**config.mk**
```make
export PLATFORM = sky130hd
export DESIGN_NAME = windowed_sample_statistics_top_flat
export DESIGN_NICKNAME = d
export VERILOG_FILES = /design/src/wss_pkg.sv /design/src/wss_channels_if.sv /design/src/wss_datapath.sv /design/src/wss_controller.sv /design/src/windowed_sample_statistics_top.sv /design/src/flat_wrapper.sv
export VERILOG_INCLUDE_DIRS = /design/src /design/src/src
export SDC_FILE = /design/constraint.sdc
export NUM_CORES = 1
export LEC_CHECK = 0
export BUFFER_PORTS_ARGS = -buffer_cell sky130_fd_sc_hd__buf_2
export CAP_MARGIN = 20
export CORE_MARGIN = 3
export CORE_UTILIZATION = 55
export DETAILED_ROUTE_END_ITERATION = 7
export PLACE_DENSITY = 0.81
export SETUP_SLACK_MARGIN = 0.02
export SYNTH_ARGS = -nofsm -noshare
export SYNTH_HDL_FRONTEND = slang
export SYNTH_SLANG_ARGS = --single-unit
```
**constraint.sdc**
```tcl
create_clock -name clk_i -period 4.2 [get_ports clk_i]
set_input_delay 0.21 -clock clk_i [delete_from_list [all_inputs] [get_ports clk_i]]
set_output_delay 0.21 -clock clk_i [all_outputs]
set_load 0.01 [all_outputs]
```
**src/windowed_sample_statistics_top_macros.svh**
```systemverilog
// Assertion macros for the windowed sample statistics block.
// Included by the RTL files that carry concurrent assertions; no other dependencies.
`ifndef WINDOWED_SAMPLE_STATISTICS_TOP_MACROS_SVH
`define WINDOWED_SAMPLE_STATISTICS_TOP_MACROS_SVH

// Check a property on a given clock, disabled while the given active-low reset is low
`define WSS_ASSERT_CLK(lbl, clk, rstn, prop, msg) \
  lbl: assert property (@(posedge clk) disable iff (!rstn) prop) else $error(msg);

// Check a property on the block clock and reset (clk_i / rst_ni)
`define WSS_ASSERT(lbl, prop, msg) \
  `WSS_ASSERT_CLK(lbl, clk_i, rst_ni, prop, msg)

`endif

```
**src/wss_pkg.sv**
```systemverilog
// Shared types and constants for the windowed sample statistics block.
// No dependencies; used by the channel interfaces, controller, datapath and top level.
`default_nettype none

package wss_pkg;

  // Window length register
  localparam int unsigned CFG_W = 13;
  localparam logic [CFG_W-1:0] CFG_RESET = 13'd61;

  // Commands from controller to datapath
  typedef struct packed {
    logic accept;    // sample transaction this cycle
    logic div_step;  // one restoring divide step
    logic load_out;  // move finished result into the output register
  } wss_cmd_t;

  // Status from datapath to controller
  typedef struct packed {
    logic window_done;  // the offered sample closes the window
  } wss_status_t;

endpackage

`default_nettype wire

```
**src/wss_channels_if.sv**
```systemverilog
// Valid/ready channel interfaces: sample input, result output, window length write.
// Depends on wss_pkg for the configuration width.
`default_nettype none

interface wss_sample_if #(
  parameter int unsigned SAMPLE_BITS = 12
);
  logic                   valid;
  logic                   ready;
  logic [SAMPLE_BITS-1:0] sample;

  modport source (output valid, output sample, input ready);
  modport sink   (input valid, input sample, output ready);
endinterface

interface wss_result_if #(
  parameter int unsigned SAMPLE_BITS = 12
);
  logic                        valid;
  logic                        ready;
  logic        [SAMPLE_BITS-1:0] mean;
  logic        [SAMPLE_BITS-1:0] minimum;
  logic        [SAMPLE_BITS-1:0] maximum;
  logic signed [SAMPLE_BITS:0]   largest_step;

  modport source (output valid, output mean, output minimum, output maximum,
                  output largest_step, input ready);
  modport sink   (input valid, input mean, input minimum, input maximum,
                  input largest_step, output ready);
endinterface

interface wss_cfg_if;
  logic                       valid;
  logic                       ready;
  logic [wss_pkg::CFG_W-1:0]  window_length;

  modport source (output valid, output window_length, input ready);
  modport sink   (input valid, input window_length, output ready);
endinterface

`default_nettype wire

```
**src/wss_datapath.sv**
```systemverilog
// Datapath: window statistics registers, restoring mean divider and output register.
// Depends on wss_pkg; driven by wss_controller through command and status structs.
`default_nettype none

module wss_datapath #(
  parameter int unsigned SAMPLE_BITS = 12,
  parameter int unsigned MAX_WINDOW  = 4096
) (
  input  logic                         clk_i,
  input  logic                         rst_ni,
  input  logic [SAMPLE_BITS-1:0]       sample_i,
  input  logic                         cfg_we_i,
  input  logic [wss_pkg::CFG_W-1:0]    cfg_data_i,
  input  wss_pkg::wss_cmd_t            cmd_i,
  output wss_pkg::wss_status_t         status_o,
  output logic [SAMPLE_BITS-1:0]       mean_o,
  output logic [SAMPLE_BITS-1:0]       minimum_o,
  output logic [SAMPLE_BITS-1:0]       maximum_o,
  output logic signed [SAMPLE_BITS:0]  largest_step_o
);
  import wss_pkg::*;

  localparam int unsigned CNT_W = $clog2(MAX_WINDOW + 1);
  localparam int unsigned SUM_W = SAMPLE_BITS + CNT_W;
  localparam int unsigned LEN_W = (CNT_W > CFG_W) ? CNT_W : CFG_W;
  localparam logic [LEN_W-1:0] MaxLen = LEN_W'(MAX_WINDOW);

  // Configuration and running statistics
  logic [CFG_W-1:0]         cfg_q;
  logic [SUM_W-1:0]         sum_q;
  logic [CNT_W-1:0]         count_q;
  logic [SAMPLE_BITS-1:0]   min_q;
  logic [SAMPLE_BITS-1:0]   max_q;
  logic [SAMPLE_BITS-1:0]   prev_q;
  logic signed [SAMPLE_BITS:0] step_q;

  // Divider and snapshot of a closed window
  logic [CNT_W-1:0]         div_rem_q;
  logic [SAMPLE_BITS-1:0]   div_quo_q;
  logic [CNT_W-1:0]         div_den_q;
  logic [SAMPLE_BITS-1:0]   snap_min_q;
  logic [SAMPLE_BITS-1:0]   snap_max_q;
  logic signed [SAMPLE_BITS:0] snap_step_q;

  // Output register
  logic [SAMPLE_BITS-1:0]   mean_q;
  logic [SAMPLE_BITS-1:0]   out_min_q;
  logic [SAMPLE_BITS-1:0]   out_max_q;
  logic signed [SAMPLE_BITS:0] out_step_q;

  // Combinational update values
  logic [LEN_W-1:0]         cfg_ext;
  logic [LEN_W-1:0]         len_eff;
  logic [CNT_W-1:0]         taken;
  logic [SUM_W-1:0]         sum_d;
  logic [SAMPLE_BITS-1:0]   min_d;
  logic [SAMPLE_BITS-1:0]   max_d;
  logic signed [SAMPLE_BITS:0] diff;
  logic signed [SAMPLE_BITS:0] diff_neg;
  logic signed [SAMPLE_BITS:0] step_neg;
  logic [SAMPLE_BITS-1:0]   diff_mag;
  logic [SAMPLE_BITS-1:0]   step_mag;
  logic signed [SAMPLE_BITS:0] step_d;
  logic [CNT_W:0]           trial;
  logic [CNT_W:0]           trial_sub;
  logic                     trial_ge;

  // Clamp the window length to 1 .. MAX_WINDOW
  always_comb begin
    cfg_ext = LEN_W'(cfg_q);
    if (cfg_q == '0) begin
      len_eff = LEN_W'(1);
    end else if (cfg_ext > MaxLen) begin
      len_eff = MaxLen;
    end else begin
      len_eff = cfg_ext;
    end
  end

  assign taken = count_q + CNT_W'(1);
  assign status_o.window_done = (LEN_W'(taken) >= len_eff);

  // Fold the offered sample into the statistics
  always_comb begin
    sum_d    = sum_q + SUM_W'(sample_i);
    min_d    = (sample_i < min_q) ? sample_i : min_q;
    max_d    = (sample_i > max_q) ? sample_i : max_q;
    diff     = $signed({1'b0, sample_i}) - $signed({1'b0, prev_q});
    diff_neg = -diff;
    step_neg = -step_q;
    diff_mag = diff[SAMPLE_BITS] ? diff_neg[SAMPLE_BITS-1:0] : diff[SAMPLE_BITS-1:0];
    step_mag = step_q[SAMPLE_BITS] ? step_neg[SAMPLE_BITS-1:0] : step_q[SAMPLE_BITS-1:0];
    // ties keep the older extreme; first sample of a window is not differenced
    if ((count_q != '0) && (diff_mag > step_mag)) begin
      step_d = diff;
    end else begin
      step_d = step_q;
    end
  end

  // One restoring divide step: shift in the next dividend bit, subtract if it fits
  always_comb begin
    trial     = {div_rem_q, div_quo_q[SAMPLE_BITS-1]};
    trial_ge  = (trial >= {1'b0, div_den_q});
    trial_sub = trial - {1'b0, div_den_q};
  end

  // Hold the window length register
  always_ff @(posedge clk_i or negedge rst_ni) begin
    if (!rst_ni) begin
      cfg_q <= CFG_RESET;
    end else if (cfg_we_i) begin
      cfg_q <= cfg_data_i;
    end
  end

  // Advance the statistics, clear them when a window closes
  always_ff @(posedge clk_i or negedge rst_ni) begin
    if (!rst_ni) begin
      sum_q   <= '0;
      count_q <= '0;
      min_q   <= '1;
      max_q   <= '0;
      prev_q  <= '0;
      step_q  <= '0;
    end else if (cmd_i.accept) begin
      if (status_o.window_done) begin
        sum_q   <= '0;
        count_q <= '0;
        min_q   <= '1;
        max_q   <= '0;
        prev_q  <= '0;
        step_q  <= '0;
      end else begin
        sum_q   <= sum_d;
        count_q <= taken;
        min_q   <= min_d;
        max_q   <= max_d;
        prev_q  <= sample_i;
        step_q  <= step_d;
      end
    end
  end

  // Load the divider with the closed window, then run one quotient bit per step.
  // The mean never exceeds the largest sample, so the high dividend part is below
  // the divisor and SAMPLE_BITS steps suffice.
  always_ff @(posedge clk_i) begin
    if (cmd_i.accept && status_o.window_done) begin
      div_rem_q   <= sum_d[SUM_W-1:SAMPLE_BITS];
      div_quo_q   <= sum_d[SAMPLE_BITS-1:0];
      div_den_q   <= taken;
      snap_min_q  <= min_d;
      snap_max_q  <= max_d;
      snap_step_q <= step_d;
    end else if (cmd_i.div_step) begin
      div_rem_q <= trial_ge ? trial_sub[CNT_W-1:0] : trial[CNT_W-1:0];
      div_quo_q <= {div_quo_q[SAMPLE_BITS-2:0], trial_ge};
    end
  end

  // Move the finished result into the output register
  always_ff @(posedge clk_i) begin
    if (cmd_i.load_out) begin
      mean_q     <= div_quo_q;
      out_min_q  <= snap_min_q;
      out_max_q  <= snap_max_q;
      out_step_q <= snap_step_q;
    end
  end

  assign mean_o         = mean_q;
  assign minimum_o      = out_min_q;
  assign maximum_o      = out_max_q;
  assign largest_step_o = out_step_q;

endmodule

`default_nettype wire

```
**src/wss_controller.sv**
```systemverilog
// Controller: sequences sample transactions, the mean divide and the output register.
// Depends on wss_pkg and windowed_sample_statistics_top_macros.svh.
`default_nettype none

`include "windowed_sample_statistics_top_macros.svh"

module wss_controller #(
  parameter int unsigned SAMPLE_BITS = 12
) (
  input  logic                  clk_i,
  input  logic                  rst_ni,
  input  logic                  in_valid_i,
  output logic                  in_ready_o,
  output logic                  out_valid_o,
  input  logic                  out_ready_i,
  input  wss_pkg::wss_status_t  status_i,
  output wss_pkg::wss_cmd_t     cmd_o
);
  import wss_pkg::*;

  localparam int unsigned ITER_W = $clog2(SAMPLE_BITS);
  localparam logic [ITER_W-1:0] LastIter = ITER_W'(SAMPLE_BITS - 1);

  typedef enum logic [1:0] {
    ST_IDLE,
    ST_DIV,
    ST_HOLD
  } state_e;

  state_e            state_q, state_d;
  logic [ITER_W-1:0] iter_q, iter_d;
  logic              out_valid_q, out_valid_d;

  // Decode commands from the current state and handshakes
  always_comb begin
    in_ready_o      = (state_q == ST_IDLE);
    cmd_o.accept    = in_valid_i && in_ready_o;
    cmd_o.div_step  = (state_q == ST_DIV);
    cmd_o.load_out  = (state_q == ST_HOLD) && (!out_valid_q || out_ready_i);
  end

  // Next state, step counter and output valid
  always_comb begin
    state_d     = state_q;
    iter_d      = iter_q;
    out_valid_d = out_valid_q;
    if (out_valid_q && out_ready_i) begin
      out_valid_d = 1'b0;
    end
    unique case (state_q)
      ST_IDLE: begin
        if (cmd_o.accept && status_i.window_done) begin
          state_d = ST_DIV;
          iter_d  = '0;
        end
      end
      ST_DIV: begin
        iter_d = iter_q + ITER_W'(1);
        if (iter_q == LastIter) begin
          state_d = ST_HOLD;
        end
      end
      ST_HOLD: begin
        if (cmd_o.load_out) begin
          out_valid_d = 1'b1;
          state_d     = ST_IDLE;
        end
      end
      default: begin
        state_d = ST_IDLE;
      end
    endcase
  end

  // Hold state and registered outputs
  always_ff @(posedge clk_i or negedge rst_ni) begin
    if (!rst_ni) begin
      state_q     <= ST_IDLE;
      iter_q      <= '0;
      out_valid_q <= 1'b0;
    end else begin
      state_q     <= state_d;
      iter_q      <= iter_d;
      out_valid_q <= out_valid_d;
    end
  end

  assign out_valid_o = out_valid_q;

  `WSS_ASSERT(a_close_starts_div, cmd_o.accept && status_i.window_done |=> cmd_o.div_step, "closing sample did not start the divide")
  `WSS_ASSERT(a_load_needs_room, cmd_o.load_out |-> (!out_valid_q || out_ready_i), "result loaded over an untaken result")
  `WSS_ASSERT(a_no_accept_in_div, cmd_o.div_step |-> !in_ready_o, "sample taken while divider busy")
  `WSS_ASSERT(a_div_length, (state_q == ST_DIV) && (iter_q == LastIter) |=> (state_q == ST_HOLD), "divide did not end after its last step")

endmodule

`default_nettype wire

```
**src/windowed_sample_statistics_top.sv**
```systemverilog
// Top level of the windowed sample statistics block: controller, datapath and channels.
// Depends on wss_pkg, wss_channels_if, wss_controller and wss_datapath.
//
//   channel    dir  payload                                       transaction
//   sample_i   in   sample                                        valid & ready
//   result_o   out  mean, minimum, maximum, largest_step          valid & ready
//   cfg_i      in   window_length                                 valid & ready (always ready)
//
// A sample that does not close its window leaves the input ready for the next sample.
// A closing sample stalls the input through SAMPLE_BITS divide steps and the hold
// state: the mean comes from a restoring divider that resolves one quotient bit per cycle.
// Reset clears all window statistics at once and sets window_length to 61.
// A finished result waits in the output register while the next window fills; after a
// further closing sample and its divide, the input stalls until that register is free.
`default_nettype none

module windowed_sample_statistics_top #(
  parameter int unsigned SAMPLE_BITS = 12,
  parameter int unsigned MAX_WINDOW  = 4096
) (
  input  logic         clk_i,
  input  logic         rst_ni,
  wss_sample_if.sink   sample_i,
  wss_result_if.source result_o,
  wss_cfg_if.sink      cfg_i
);
  import wss_pkg::*;

  wss_cmd_t    cmd;
  wss_status_t status;

  // Configuration writes are taken in any cycle
  assign cfg_i.ready = 1'b1;

  // Sequence the transactions
  wss_controller #(
    .SAMPLE_BITS (SAMPLE_BITS)
  ) u_ctrl (
    .clk_i       (clk_i),
    .rst_ni      (rst_ni),
    .in_valid_i  (sample_i.valid),
    .in_ready_o  (sample_i.ready),
    .out_valid_o (result_o.valid),
    .out_ready_i (result_o.ready),
    .status_i    (status),
    .cmd_o       (cmd)
  );

  // Statistics, divider and output register
  wss_datapath #(
    .SAMPLE_BITS (SAMPLE_BITS),
    .MAX_WINDOW  (MAX_WINDOW)
  ) u_dp (
    .clk_i          (clk_i),
    .rst_ni         (rst_ni),
    .sample_i       (sample_i.sample),
    .cfg_we_i       (cfg_i.valid),
    .cfg_data_i     (cfg_i.window_length),
    .cmd_i          (cmd),
    .status_o       (status),
    .mean_o         (result_o.mean),
    .minimum_o      (result_o.minimum),
    .maximum_o      (result_o.maximum),
    .largest_step_o (result_o.largest_step)
  );

endmodule

`default_nettype wire
```
**src/flat_wrapper.sv**
```systemverilog
// flat-port wrapper written by rule: the top's interface ports become plain ports
module windowed_sample_statistics_top_flat import wss_pkg::*;
#(
  parameter int unsigned SAMPLE_BITS = 12,
  parameter int unsigned MAX_WINDOW  = 4096
)
  (clk_i, rst_ni, sample_i_valid, sample_i_sample, sample_i_ready, result_o_valid, result_o_mean, result_o_minimum, result_o_maximum, result_o_largest_step, result_o_ready, cfg_i_valid, cfg_i_window_length, cfg_i_ready);
  wss_sample_if #(.SAMPLE_BITS(SAMPLE_BITS)) sample_i_i ();
  wss_result_if #(.SAMPLE_BITS(SAMPLE_BITS)) result_o_i ();
  wss_cfg_if cfg_i_i ();
  input  logic clk_i;
  input  logic rst_ni;
  input wire logic [$bits(sample_i_i.valid)-1:0] sample_i_valid;
  input wire logic [$bits(sample_i_i.sample)-1:0] sample_i_sample;
  output wire logic [$bits(sample_i_i.ready)-1:0] sample_i_ready;
  output wire logic [$bits(result_o_i.valid)-1:0] result_o_valid;
  output wire logic [$bits(result_o_i.mean)-1:0] result_o_mean;
  output wire logic [$bits(result_o_i.minimum)-1:0] result_o_minimum;
  output wire logic [$bits(result_o_i.maximum)-1:0] result_o_maximum;
  output wire logic [$bits(result_o_i.largest_step)-1:0] result_o_largest_step;
  input wire logic [$bits(result_o_i.ready)-1:0] result_o_ready;
  input wire logic [$bits(cfg_i_i.valid)-1:0] cfg_i_valid;
  input wire logic [$bits(cfg_i_i.window_length)-1:0] cfg_i_window_length;
  output wire logic [$bits(cfg_i_i.ready)-1:0] cfg_i_ready;
  assign sample_i_i.valid = sample_i_valid;
  assign sample_i_i.sample = sample_i_sample;
  assign sample_i_ready = sample_i_i.ready;
  assign result_o_valid = result_o_i.valid;
  assign result_o_mean = result_o_i.mean;
  assign result_o_minimum = result_o_i.minimum;
  assign result_o_maximum = result_o_i.maximum;
  assign result_o_largest_step = result_o_i.largest_step;
  assign result_o_i.ready = result_o_ready;
  assign cfg_i_i.valid = cfg_i_valid;
  assign cfg_i_i.window_length = cfg_i_window_length;
  assign cfg_i_ready = cfg_i_i.ready;
  windowed_sample_statistics_top #(.SAMPLE_BITS(SAMPLE_BITS), .MAX_WINDOW(MAX_WINDOW)) u_core (.clk_i(clk_i), .rst_ni(rst_ni), .sample_i(sample_i_i), .result_o(result_o_i), .cfg_i(cfg_i_i));
endmodule
```
Word-level counts from Yosys, hierarchy flattened
Cells that the tools add are included.
Widths: inputs -> output; s select.
- output and inout bits: 52
- flip-flop bits (word level): 231
- muxes and demuxes: 27
- $lt $le $gt $ge: 6
- equality and inequality tests: 6
- add/subtract/negate cells: 7
- reduce and logical (&&, ||, !) cells: 14
- operator list (kind ; number):
    $mux 12 ; 9
    $mux 13 ; 8
    $add 25x12->25 ; 1
    $mux 25 ; 1
    $gt 12x12->1 ; 2
    $neg 12->12 ; 2
    $ge 14x13->1 ; 1
    $add 13x1->13 const B ; 1
    $ge 13x13->1 ; 1
    $gt 13x13->1 const B ; 1
    $logic_not 13->1 ; 1
    $reduce_bool 13->1 ; 1
    $sub 12x12->13 ; 1
    $sub 13x13->13 ; 1
    $lt 12x12->1 ; 1
    $pmux 4 s2 ; 1
    $mux 2 ; 3
    $pmux 2 s3 ; 1
    $logic_and 1x1->1 ; 5
    $add 4x1->4 const B ; 1
    $eq 4x4->1 const B ; 1
    $mux 4 ; 1
    $ne 2x1->1 const B ; 2
    $reduce_bool 2->1 ; 2
    9 further kinds ; 11

Logic depth before layout (Yosys ltp)
Gate-level depths: netlist of the first run.
- word-level depth: 7
- mapped depth: 24

Hierarchy
Synthesis of the first run repeated with hierarchy kept, for this count alone.
- cell total of the unflattened synthesis: 1117
- area, all modules: 12702.2 sq um
- modules (own cells, without submodules) (module ; seq. area each (sq um) ; area each (sq um) ; cells an instance ; times used):
    wss_datapath ; 6247.2 ; 12346.8 ; 1086 ; 1
    wss_controller ; 175.2 ; 344.1 ; 29 ; 1
    windowed_sample_statistics_top ; 0.0 ; 11.3 ; 2 ; 1

Worst setup path before layout of the first run
No wires, ideal clock.
- path type: register to register
- start point: register u_core.u_dp.count_q[0]
- end point: register u_core.u_ctrl.iter_q[3]
- stages on the path, launching flop included: 13
- library setup time: 0.121 ns
- clock period less this slack: 4.390 ns
- slack: -0.190 ns
- required time: 4.079 ns
- arrival: 4.269 ns
- cell sequence: dfrtp_1 ha_1 and3_1 and3_1 and3_1 xor2_1 ha_1 nand4_1 or3_1 o21a_2 o21ai_1 o21ai_0 a22o_1
- cells in the longest elaborated chain, start to end: 5
- ends and longest elaborated chain (what ; line ; RTL):
    from (decl) ; wss_datapath.sv:31 ; logic [CNT_W-1:0] count_q;
    from (signal assigned) ; wss_datapath.sv:136 ; count_q <= taken;
    $add 13x1->13 ; wss_datapath.sv:80 ; assign taken = count_q + CNT_W'(1);
    named net u_core.u_dp.taken[12] ; wss_datapath.sv:54 ; logic [CNT_W-1:0] taken;
    $ge 13x13->1 ; wss_datapath.sv:81 ; assign status_o.window_done = (LEN_W'(taken) >= len_eff);
    $logic_and 1x1->1 ; wss_controller.sv:52 ; if (cmd_o.accept && status_i.window_done) begin
    $ne 2x1->1 (no source line) ; n/a ;
    $reduce_and 2->1 (no source line) ; n/a ;
    to (signal assigned) ; wss_controller.sv:83 ; iter_q <= iter_d;
    to (decl) ; wss_controller.sv:31 ; logic [ITER_W-1:0] iter_q, iter_d;
The timed path passes the listed nets, and every way through them passes these cells.
A chain may end at the register's enable or synchronous reset.

Worst setup path in the final report of the first run
- start point: register u_core.u_dp.prev_q[0]
- end point: register u_core.u_dp.step_q[1]
- cells in the longest elaborated chain, start to end: 7
- ends and longest elaborated chain (what ; line ; RTL):
    from (decl) ; wss_datapath.sv:34 ; logic [SAMPLE_BITS-1:0] prev_q;
    from (signal assigned) ; wss_datapath.sv:139 ; prev_q <= sample_i;
    $sub 12x12->13 (*) ; wss_datapath.sv:88 ; diff = $signed({1'b0, sample_i}) - $signed({1'b0, prev_q});
    $neg 12->12 ; wss_datapath.sv:89 ; diff_neg = -diff;
    $mux 12 ; wss_datapath.sv:91 ; diff_mag = diff[SAMPLE_BITS] ? diff_neg[SAMPLE_BITS-1:0] : diff[SAMPLE_BITS-1:0];
    $gt 12x12->1 ; wss_datapath.sv:94 ; if ((count_q != '0) && (diff_mag > step_mag)) begin
    $logic_and 1x1->1 ; wss_datapath.sv:94 ;
    $mux 13 (*) ; wss_datapath.sv:94 ;
    $mux 13 (*) ; wss_datapath.sv:127 ; if (status_o.window_done) begin
    to (signal assigned) ; wss_datapath.sv:140 ; step_q <= step_d;
    to (decl) ; wss_datapath.sv:35 ; logic signed [SAMPLE_BITS:0] step_q;
Every way passes the cells marked *; elsewhere a longest branch is shown, timed or not.

==> reports/metrics.csv, run 1 <==
metric,value,unit
status,"complete, but fails checks",
violated checks,negative setup slack,
Worst Setup EP,u_core.u_dp.step_q[1]$_DFFE_PN0P_,
# setup viols final,25,
synthesized area,12600,µm²
Overflow after GRT,0,
Final ANT Viol Nets,0,
fin cells,1561,
CTS Buffer Depth,3,
Layout Skew,0.0298,ns
Max-slew headroom,31.9,%
HP Class,primary input to async pin,
routed len/inst,18.5,µm
syn avg cell area,11.2,µm²
Worst path most repeated cell,a21o_1,
Core Rows,54,
static leakage,6.40,nW
first-pass GRT wire length,46.9,mm
Synth Instances,1125,
Least-Margin Pin Slew,1.02,ns
Starting Density,56.9,%
"Top FF cell, synth",edfxtp_1,
VDD IR max,0.606,mV
"Data required, critical path",4.64,ns
CTS sink count,231,
ys async rst share,46.3,%
routed via count,9209,
CTS root buf,clkbuf_16,
"EDFF count, synth",124,
cts bufs inserted,26,
R2R Path End,u_core.u_dp.step_q[1]$_DFFE_PN0P_,
Initial DRT Pass Iterations,5,
placer congestion estimate,0.868,
"slowest stage delay, CP",0.43,ns
die area,24800,µm²
H-tree depth,1,
io pins,82,
Final Cycle Share,103,%
final WL,28.9,mm
"Power, Total",11.9,mW
Clock Pin Slew Worst Setup and Hold Paths,0.06,ns
die width,157,µm
worst setup margin,-0.106,ns
CTS tree,yes,
sequential area share after synthesis,50.9,%
Final #Nets,1384,
max-slew violations,0,
reg2reg setup slack,-0.11,ns
Crit Reg-Reg Startpoint,u_core.u_dp.prev_q[0]$_DFFE_PN0P_,
initial antenna violation count,0,
crit-path cells,ha_2 > inv_1 > fa_2 > a21oi_2 > o211a_1 > o31ai_1 > a21o_1 > a21o_1 > a21oi_4 > nand2b_1 > xnor2_2 > ha_1 > a21o_1 > a21o_1 > a21oi_2 > nor2_1 > o41a_1 > buf_12 > o21ai_4 > buf_12 > nand2_1 > o21ai_0,
Power Density,807,nW/µm²
Synth area leaders,"edfxtp_1, dfrtp_1, ha_1",
initial drt markers,769,
layout cells sized above 1,20.8,%
Reg area,6420,µm²
Worst path slowest cell,o41a_1,
Synth Register Bits,231,
Synth Warn #,0,
RSZ-0062 raised after global routing,true,
Area Overhead vs Synth,16.6,%
post-synth top area cell,edfxtp_1,
hold slack,0.0306,ns
Worst-Skew Late Latency,0.55,ns
Startpoint Class,flip-flop,
cell count of the worst reg-to-reg path,22,
Final HPWL DP,20.2,mm
buffers added on ports,80,
Antenna Cells,0,
Worst setup EP type,flip-flop,
FILL cells,1632,
dpl cells,1494,
worst-path fanout max,14,
Hold Fails Final Rpt,0,
Yosys cell types,78,
Core ar.,22200,µm²
vias in the first global route,9173,
critical path class,flip-flop to flip-flop,
largest net degree at the start of global routing,81,
total of max-cap violations,0,
fin crit period,4.31,ns
area share of the largest cell type after synthesis,29.5,%
CP Data Arrival Time,4.75,ns
Fmax achieved,232,MHz
area occupied by multi-input gates,5780,µm²
Vias/cell,5.90,
crit path from,u_core.u_dp.prev_q[0]$_DFFE_PN0P_,
Die Y,157,µm
total track usage,23.6,%
Syn Nets,1248,
DRC viols,0,
==> Yosys cell counts, types with 10 or more instances <==
library cell    n
buf_2          15
dfstp_2        17
nor2b_1        10
nor2_1         35
o31ai_1        16
a22o_1         31
xnor2_1        44
a21o_1         28
nand3_1        21
nand4_1        13
o21a_1         12
mux2_2         34
nand2b_1       14
ha_1           90
o21ai_1        11
nand2_1       144
o22a_1         12
a21oi_1        36
mux2i_1        19
xor2_1         27
o21ai_0        61
dfrtp_1        90
and3_1         16
inv_1          65
o22ai_1        14
edfxtp_1      124
clkbuf_1       18
a31oi_1        11
==> critical path: cells and delay by family, from the launching register on <==
| kind | cells | cell delay (ns) |
|---|---|---|
| compound gates | 12 | 2.25 |
| fa+ha+maj | 3 | 0.84 |
| buf+inv | 3 | 0.38 |
| flops | 1 | 0.35 |
| simple gates | 3 | 0.24 |
| xor+xnor | 1 | 0.14 |
==> placed cells by master, fill, tap and decap left out, types with 17 or more instances in the layout <==
cell	Yosys	final
buf_2	15	79
mux2i_1	19	19
xnor2_1	44	43
edfxtp_1	124	124
a21oi_1	36	34
dfstp_2	17	17
a21o_1	28	28
ha_1	90	89
nor2_1	35	35
mux2_2	34	34
buf_4	5	51
nand3_1	21	21
a22o_1	31	31
xor2_1	27	27
nand2_1	144	143
dfrtp_1	90	90
inv_1	65	65
clkbuf_16	0	26
o21ai_0	61	60
==> flip-flops by register name, summed over array words and instances, names as in the netlist, 13 cells and up <==
register	cells
u_core.u_dp.cfg_ext	13
u_core.u_dp.count_q	13
u_core.u_dp.div_den_q	13
u_core.u_dp.div_rem_q	13
u_core.u_dp.largest_step_o	13
u_core.u_dp.snap_step_q	13
u_core.u_dp.step_q	13
u_core.u_dp.sum_q	25
==> stage by stage <==
stage               worst slack [ns]  TNS (ns)  util [%]  instance area, µm²
floorplan                     0.0440         0         -               12600
global placement              -0.124     -2.70      61.3               13600
detailed placement            -0.251     -4.88      61.3               13600
CTS                          -0.0827     -1.06      66.1               14700
global route                  -0.335     -7.46      66.4               14700
finish                        -0.106     -1.82      66.4               14700
==> final cells by class <==
class | count | share of cell area (%)
clock buffers | 34 | 4.83
multi-input cells | 786 | 39.3
clock inverters | 14 | 1.18
repair buffers | 150 | 6.97
inverters | 66 | 1.68
well taps | 280 | 2.38
flip-flops and latches | 231 | 43.7
==> kinds of logic after synthesis <==
| group | share of synthesized area (%) |
|---|---|
| XOR/XNOR | 4.93 |
| other | 0.0297 |
| adder cells (fa/ha/maj) | 9.40 |
| buffers and inverters | 3.70 |
| flip-flops | 50.9 |
| AO/OA/AOI/OAI | 15.5 |
| AND/OR/NAND/NOR | 10.9 |
| multiplexers | 4.63 |
==> what timing repair did <==
item | in CTS | in global routing
setup endpoints to repair | 26 | 50
resized for setup | 3 | 7
endpoints found under the hold margin | 80 | 0
setup buffers | 1 | 1
hold buffers | 16 | 0
pin swaps | 4 | 5
==> report_power, final <==
group	leakage, nW	total [mW]	switching [mW]	internal, mW
registers	2.46	3.58	0.388	3.19
logic	3.53	6.02	3.25	2.77
clock network	0.412	2.28	0.945	1.34
==> how the worst min path moves through the flow <==
stage,to,slack (ns),cells past startpoint
after detailed placement,u_core.u_dp.largest_step_o[0]$_DFFE_PP_,0.40,0
after CTS,u_core.u_dp.prev_q[11]$_DFFE_PN0P_,0.04,3
final,u_core.u_dp.cfg_ext[7]$_DFFE_PN0P_,0.03,2
after global placement,u_core.u_dp.minimum_o[2]$_DFFE_PP_,0.40,0
after global routing,u_core.u_dp.cfg_ext[6]$_DFFE_PN0P_,0.05,2
after floorplan,u_core.u_ctrl.iter_q[0]$_DFFE_PN0P_,-0.09,0
==> metal layers <==
metal / track usage (%) / vias up / wire length (µm)
li1: - / 4381 / -
met1: 33.7 / 4490 / 13300
met2: 37.2 / 274 / 13100
met3: 3.63 / 64 / 1610
met4: 7.85 / 0 / 900
met5: 0 / - / 0
Power figures use the tool's default switching activity.
==> inputs of run 2 (changes only) <==
--- a/config.mk
+++ b/config.mk
@@ -8,11 +8,14 @@
 export LEC_CHECK = 0
 export BUFFER_PORTS_ARGS = -buffer_cell sky130_fd_sc_hd__buf_2
 export CAP_MARGIN = 20
+export CELL_PAD_IN_SITES_DETAIL_PLACEMENT = 0
+export CELL_PAD_IN_SITES_GLOBAL_PLACEMENT = 2
 export CORE_MARGIN = 3
-export CORE_UTILIZATION = 55
+export CORE_UTILIZATION = 38
 export DETAILED_ROUTE_END_ITERATION = 7
-export PLACE_DENSITY = 0.81
+export PLACE_DENSITY = 0.82
 export SETUP_SLACK_MARGIN = 0.02
 export SYNTH_ARGS = -nofsm -noshare
 export SYNTH_HDL_FRONTEND = slang
+export SYNTH_HIERARCHICAL = 1
 export SYNTH_SLANG_ARGS = --single-unit
==> run 2 against run 1 <==
  * The run now ends clean
  * Clock skew decreased by 0.0068 ns
  * Clock-buffer cell count rose by 3
  * Maximum frequency is 4.0% higher
  * Die area is 44% higher
  * Via count down 1.5%
  * Power up 11%
  * Combinational power up 19%
  * Largest power group unchanged
  * Register-to-register slack improved by 0.16 ns
  * Synthesized area increased by 0.67%
  * Sequential power is 2% higher
  * Routed wire length increased by 5.4%
  * Synthesized cell count is 0.71% lower
==> reports/metrics.csv, run 2 <==
metric,value,unit,change
final WL,30.5,mm,+5.4%
Final ANT Viol Nets,0,,unchanged
max reg flops,25,,unchanged
Overflow after GRT,0,,unchanged
Layout Skew,0.0231,ns,-0.00675 ns
ys async rst share,46.3,%,unchanged
most frequent cells in the layout,"edfxtp_1, dfrtp_1, ha_1, buf_2, inv_1",,
routed via count,9067,,-1.5%
Synth Instances,1117,,-0.71%
critical path class,flip-flop to flip-flop,,
Max-slew headroom,33.9,%,+2.1 points
Starting Density,38.8,%,-18 points
initial drt markers,476,,-38%
GR Util met3,2.23,%,-1.4 points
Least-Margin Pin Slew,0.985,ns,-0.0353 ns
area share of the largest cell type after synthesis,29.3,%,-0.20 points
CP Data Arrival Time,4.42,ns,-0.33 ns
Vias/cell,5.23,,-11%
Final HPWL DP,21.4,mm,+5.7%
FILL cells,3094,,+90%
dpl cells,1652,,+11%
placer congestion estimate,0.830,,-4.4%
top-count cell post-synth,edfxtp_1,,
Hold Fails Final Rpt,0,,unchanged
"Top FF cell, synth",edfxtp_1,,
status,completed,,
synthesized area,12700,µm²,+0.67%
Synth Warn #,6,,+6
Clock Pin Slew Worst Setup and Hold Paths,0.06,ns,about the same
Reg area,6420,µm²,unchanged
die area,35700,µm²,+44%
layout cells sized above 1,25.4,%,+4.5 points
"EDFF count, synth",124,,unchanged
routed len/inst,17.6,µm,-5.2%
Core Rows,66,,+22%
Core ar.,32700,µm²,+48%
Antenna Cells,0,,unchanged
Fin Setup TNS,0,ns,+1.82 ns
grt met1 use,24.0,%,-9.8 points
hold path start,sample_i_sample[1],,
Initial DRT Pass Iterations,4,,-1
CTS root buf,clkbuf_16,,
DRC viols,0,,unchanged
buffers added on ports,80,,unchanged
fin area,15400,µm²,+4.8%
CTS Buffer Depth,3,,unchanged
worst setup margin,0.0580,ns,+0.164 ns
io pins,82,,unchanged
cts bufs inserted,27,,+3.8%
"Data required, critical path",4.48,ns,-0.16 ns
Synth area leaders,"edfxtp_1, dfrtp_1, ha_1",,
Fmax achieved,241,MHz,+4.0%
total of max-cap violations,0,,unchanged
initial antenna violation count,0,,unchanged
CTS tree,yes,,
max-slew violations,0,,unchanged
post-place setup slack,-0.111,ns,+0.140 ns
area occupied by multi-input gates,6130,µm²,+6.1%
largest net degree at the start of global routing,53,,-35%
grt met2 use,27.4,%,-9.8 points
busiest grt layer,met2,,
total track usage,16.7,%,-6.9 points
first-pass GRT wire length,48.6,mm,+3.7%
fin crit period,4.14,ns,-0.164 ns
Crit Reg-Reg Startpoint,u_core/u_dp/prev_q[0]$_DFFE_PN0P_,,
# setup viols final,0,,-100%
Placement Cell Area,13900,µm²,+2.3%
Final #Nets,1394,,+0.72%
Startpoint Class,flip-flop,,
most flop-heavy register,u_core/u_dp/sum_q,,
Syn Nets,1240,,-0.64%
Die Y,189,µm,+20%
syn avg cell area,11.4,µm²,+1.4%
"Power, Total",13.2,mW,+11%
Worst setup EP type,flip-flop,,
vias in the first global route,8979,,-2.1%
fin cells,1734,,+11%
sequential area share after synthesis,50.6,%,-0.34 points
worst-path fanout max,7,,-7
Final Cycle Share,98.6,%,-3.9 points
post-synth top area cell,edfxtp_1,,
crit path from,u_core/u_dp/prev_q[0]$_DFFE_PN0P_,,
H-tree depth,1,,unchanged
Power Density,855,nW/µm²,+5.9%
Post-synth top cells,"edfxtp_1, dfrtp_1, ha_1, inv_1, nand2_1",,
Yosys cell types,79,,+1.3%
VDD IR max,0.581,mV,-4.1%
static leakage,6.55,nW,+2.2%
RSZ-0062 raised after global routing,true,,
Worst-Skew Late Latency,0.54,ns,about the same
die width,189,µm,+20%
Synth Register Bits,231,,unchanged
CTS sink count,231,,unchanged
Area Overhead vs Synth,21.4,%,
"commonest non-fill, non-tap cell in the layout",edfxtp_1,,
HP Class,primary input to flip-flop,,
run 2: cell types whose count changed in the layout (fill, tap and decap cells not counted), moves of 10 or more:
cell,before,now
mux2_4,0,10
or3_1,3,14
nand2_1,143,73
o22ai_1,14,1
nand3_1,21,37
buf_4,51,64
o31ai_1,16,6
o2bb2ai_1,1,19
run 2: area by class of cell:
class	count	share of cell area, %
Sequential cell	231	41.7
Multi-Input combinational cell	766	39.8
Timing Repair Buffer	167	7.31
Clock buffer	37	4.76
Tap cell	442	3.59
Inverter	78	1.90
Clock inverter	13	0.982
run 2: metrics by stage:
stage | hold WS, ns | util (%)
after floorplan | -0.0856 | -
after global placement | 0.223 | 42.5
after detailed placement | 0.223 | 42.5
after CTS | 0.0232 | 45.7
after global routing | 0.0424 | 47.1
final | 0.0473 | 47.1
run 2: repair_timing:
item                                    CTS  global route
pin swaps                                 3            36
gates cloned                              0             2
endpoints found under the hold margin    47             0
hold buffers                             15             0
endpoints found under the setup margin   15            26
resized for setup                         4            76
buffers inserted                          1            15
run 2: cell families (layout without fill, tap and decap cells):
kind of cell / after synthesis / after routing / share of synthesized area (%)
AND/OR/NAND/NOR: 262 / 263 / 10.6
XOR/XNOR: 71 / 71 / 4.90
AO/OA/AOI/OAI: 267 / 267 / 14.6
flip-flops: 231 / 231 / 50.6
adder cells (fa/ha/maj): 93 / 93 / 9.34
buffers and inverters: 121 / 295 / 3.88
multiplexers: 71 / 71 / 6.12
other: 1 / 1 / 0.0295
run 2: where the power goes:
group,total [mW],switching [mW],internal [mW]
logic,7.18,3.69,3.49
clock network,2.33,0.925,1.41
registers,3.66,0.421,3.24
total,13.2,5.04,8.14
run 2: layer usage:
layer / wire length (µm) / vias up
met5: 0 / -
met1: 14600 / 4461
li1: - / 4433
met2: 14400 / 140
met3: 1010 / 33
met4: 452 / 0
run 2: final timing paths:
kind	endpoint	slack, ns	cells after the start
max	u_core/u_dp/snap_step_q[7]$_DFFE_PP_	0.06	18
min	u_core/u_dp/prev_q[1]$_DFFE_PN0P_	0.05	3
max reg2reg	u_core/u_dp/snap_step_q[7]$_DFFE_PP_	0.06	18
min reg2reg	u_core/u_dp/maximum_o[1]$_DFFE_PP_	0.41	0
max in group asynchronous	u_core/u_dp/min_q[7]$_DFFE_PN1P_	3.04	3
min in group asynchronous	u_core/u_dp/step_q[9]$_DFFE_PN0P_	0.20	2
run 2: worst max-delay path, stage by stage (launching register included):
cell      delay [ns]
dfrtp_1         0.35
ha_2            0.19
inv_2           0.04
fa_2            0.39
a21oi_2         0.19
buf_4           0.15
o21bai_4        0.06
nand4_1         0.10
nand2_2         0.06
o31a_1          0.36
mux2_4          0.36
ha_4            0.24
nor2b_4         0.12
o21a_1          0.17
o21ai_2         0.13
a211oi_2        0.08
o31a_2          0.43
buf_6           0.17
mux2_4          0.30
==> inputs of run 3 (changes only) <==
--- a/config.mk
+++ b/config.mk
@@ -14,7 +14,7 @@
 export CORE_UTILIZATION = 38
 export DETAILED_ROUTE_END_ITERATION = 7
 export PLACE_DENSITY = 0.82
-export SETUP_SLACK_MARGIN = 0.02
+export SETUP_SLACK_MARGIN = 0.4
 export SYNTH_ARGS = -nofsm -noshare
 export SYNTH_HDL_FRONTEND = slang
 export SYNTH_HIERARCHICAL = 1
==> run 3 against run 2 <==
  * Final area fell by 0.23%
  * Highest routed layer is now met5
  * Setup slack better by 0.022 ns
  * Routed wire length is 0.32% higher
  * Hold slack better by 0.037 ns
  * Clock skew shrank 0.0065 ns
==> reports/metrics.csv, run 3 (synthesized netlist as in run 2, its figures left out) <==
metric,value,unit,change
VDD IR max,0.673,mV,+16%
Int Power,7.87,mW,-3.2%
Worst setup EP type,flip-flop,,
final WL,30.5,mm,+0.32%
max-slew violations,0,,unchanged
Initial DRT Pass Iterations,4,,unchanged
die width,189,µm,unchanged
Die Y,189,µm,unchanged
HP Class,primary input to flip-flop,,
FILL cells,3041,,-1.7%
static leakage,6.50,nW,-0.75%
Startpoint Class,flip-flop,,
Flop pwr share,28.8,%,+1.0 points
critical path class,flip-flop to flip-flop,,
placer congestion estimate,0.792,,-4.5%
initial antenna violation count,1,,+1
Worst path slowest cell,fa_2,,
Fmax achieved,243,MHz,+0.54%
Fin Setup TNS,0,ns,unchanged
Starting Density,38.8,%,unchanged
layout cells sized above 1,25.2,%,-0.19 points
largest net degree at the start of global routing,60,,+13%
DRC viols,0,,unchanged
share of total power in combinational logic,51.6,%,-2.9 points
die area,35700,µm²,unchanged
vias in the first global route,9010,,+0.35%
Final HPWL DP,21.4,mm,about the same
routed via count,8947,,-1.3%
buffers added on ports,80,,unchanged
CTS Buffer Depth,3,,unchanged
initial drt markers,448,,-5.9%
CTS sink count,231,,unchanged
Hold Fails Final Rpt,0,,unchanged
Worst-Skew Late Latency,0.54,ns,about the same
Final ANT Viol Nets,0,,unchanged
most frequent cells in the layout,"edfxtp_1, dfrtp_1, ha_1, buf_2, inv_1",,
Power Density,825,nW/µm²,-3.5%
total track usage,16.9,%,+0.21 points
Layout Skew,0.0166,ns,-0.00645 ns
Final Cycle Share,98.1,%,-0.53 points
Vias/cell,5.19,,-0.75%
switching power share of the total,38.0,%,-0.29 points
CP Data Arrival Time,4.53,ns,+0.11 ns
Area Overhead vs Synth,21.1,%,
Least-Margin Pin Slew,0.789,ns,-0.195 ns
routed len/inst,17.7,µm,+0.90%
"slowest stage delay, CP",0.39,ns,-0.04 ns
"Power, Total",12.7,mW,-3.7%
status,completed,,
fin crit period,4.12,ns,-0.0221 ns
Overflow after GRT,0,,unchanged
CTS tree,yes,,
P_sw,4.82,mW,-4.4%
Clock Pin Slew Worst Setup and Hold Paths,0.06,ns,about the same
"Data required, critical path",4.61,ns,+0.13 ns
hold path start,cfg_i_valid,,
CTS root buf,clkbuf_16,,
Worst path most repeated cell,o31a_1,,
crit path buf inv count,3,,unchanged
worst-path fanout max,7,,unchanged
crit-path leading delay family,compound AO/OA/AOI/OAI gates,,
Antenna Cells,0,,unchanged
crit-path cells,ha_2 > inv_1 > fa_2 > a21oi_4 > o21bai_2 > nand4_1 > nand2_2 > o31a_1 > buf_4 > mux2_2 > ha_4 > nor2b_1 > o21a_1 > o21ai_2 > a211oi_2 > o31a_1 > buf_6 > nand3_1 > a2bb2o_1,,
Crit Reg-Reg Startpoint,u_core/u_dp/prev_q[0]$_DFFE_PN0P_,,
cts bufs inserted,25,,-7.4%
io pins,82,,unchanged
H-tree depth,1,,unchanged
# setup viols final,0,,unchanged
crit path from,u_core/u_dp/prev_q[0]$_DFFE_PN0P_,,
RSZ-0062 raised after global routing,true,,
first-pass GRT wire length,48.9,mm,+0.71%
"commonest non-fill, non-tap cell in the layout",edfxtp_1,,
most flop-heavy register,u_core/u_dp/sum_q,,
max reg flops,25,,unchanged
clock power share,19.5,%,+1.8 points
Core ar.,32700,µm²,unchanged
Final #Nets,1386,,-0.57%
Max-slew headroom,47.4,%,+13 points
Core Rows,66,,unchanged
total of max-cap violations,0,,unchanged
run 3: metrics by stage:
stage | instances | hold WS [ns] | area, µm² | setup WS [ns] | util, %
6_report | 1724 | 0.0848 | 15400 | 0.0801 | 47.0
4_1_cts | 1715 | 0.0562 | 15200 | 0.160 | 46.3
3_5_place_dp | 1648 | 0.345 | 13900 | 0.0117 | 42.6
3_3_place_gp | 1648 | 0.348 | 13900 | 0.0889 | 42.6
5_1_grt | 1724 | 0.106 | 15400 | -0.157 | 47.0
2_1_floorplan | 1117 | -0.0856 | 12800 | 0.378 | -
run 3: power by group through the flow:
stage          clock network (mW)  logic [mW]  registers, mW
3_3_place_gp                    0        5.93           3.67
4_1_cts                      2.55        6.24           3.65
6_report                     2.48        6.55           3.66
5_1_grt                      2.64        7.37           3.73
3_5_place_dp                    0        6.00           3.68
2_1_floorplan                   0        4.59           3.56
run 3: final cells by class:
type | instances | area [µm²] | share of cell area [%]
clock buffer | 29 | 672 | 4.37
sequential | 231 | 6420 | 41.8
tap | 442 | 553 | 3.60
multi-input combinational | 765 | 6050 | 39.3
timing repair buffer | 162 | 1120 | 7.27
inverter | 78 | 298 | 1.94
clock inverter | 17 | 269 | 1.75
run 3: worst reg2reg max path, cell delays in order, from the launching register on:
cell and delay (ns):
dfrtp_1 0.35, ha_2 0.18, inv_1 0.05, fa_2 0.39, a21oi_4 0.20, o21bai_2 0.11
nand4_1 0.10, nand2_2 0.09, o31a_1 0.34, buf_4 0.17, mux2_2 0.29, ha_4 0.25
nor2b_1 0.13, o21a_1 0.18, o21ai_2 0.12, a211oi_2 0.08, o31a_1 0.38, buf_6 0.16
nand3_1 0.15, a2bb2o_1 0.30
run 3: worst paths after layout:
check | to | slack [ns] | depth (start not counted)
max in group asynchronous | u_core/u_dp/count_q[3]$_DFFE_PN0P_ | 2.82 | 3
worst max-delay path | u_core/u_dp/step_q[12]$_DFFE_PN0P_ | 0.08 | 19
worst min register to register | u_core/u_dp/maximum_o[2]$_DFFE_PP_ | 0.42 | 0
worst max register to register | u_core/u_dp/step_q[12]$_DFFE_PN0P_ | 0.08 | 19
min in group asynchronous | u_core/u_dp/prev_q[8]$_DFFE_PN0P_ | 0.28 | 2
worst min-delay path | u_core/u_dp/cfg_ext[12]$_DFFE_PN0P_ | 0.08 | 2
run 3: timing repair:
| action | in CTS | in global routing |
|---|---|---|
| hold buffers | 15 | 0 |
| cloned | 0 | 1 |
| endpoints found under the hold margin | 53 | 0 |
| pin swaps | 8 | 5 |
| setup buffers | 6 | 8 |
| setup endpoints to repair | 59 | 129 |
| resized for setup | 18 | 29 |
run 3: per-layer routing:
| metal | part of all wire [%] | vias to the layer above | global-route usage (%) | routed length [µm] |
|---|---|---|---|---|
| met4 | 2.1 | 2 | 3.70 | 642 |
| met5 | 0.043 | - | 0 | 13 |
| li1 | - | 4411 | - | - |
| met3 | 3.3 | 41 | 1.99 | 997 |
| met1 | 48 | 4345 | 24.0 | 14600 |
| met2 | 47 | 148 | 28.0 | 14300 |
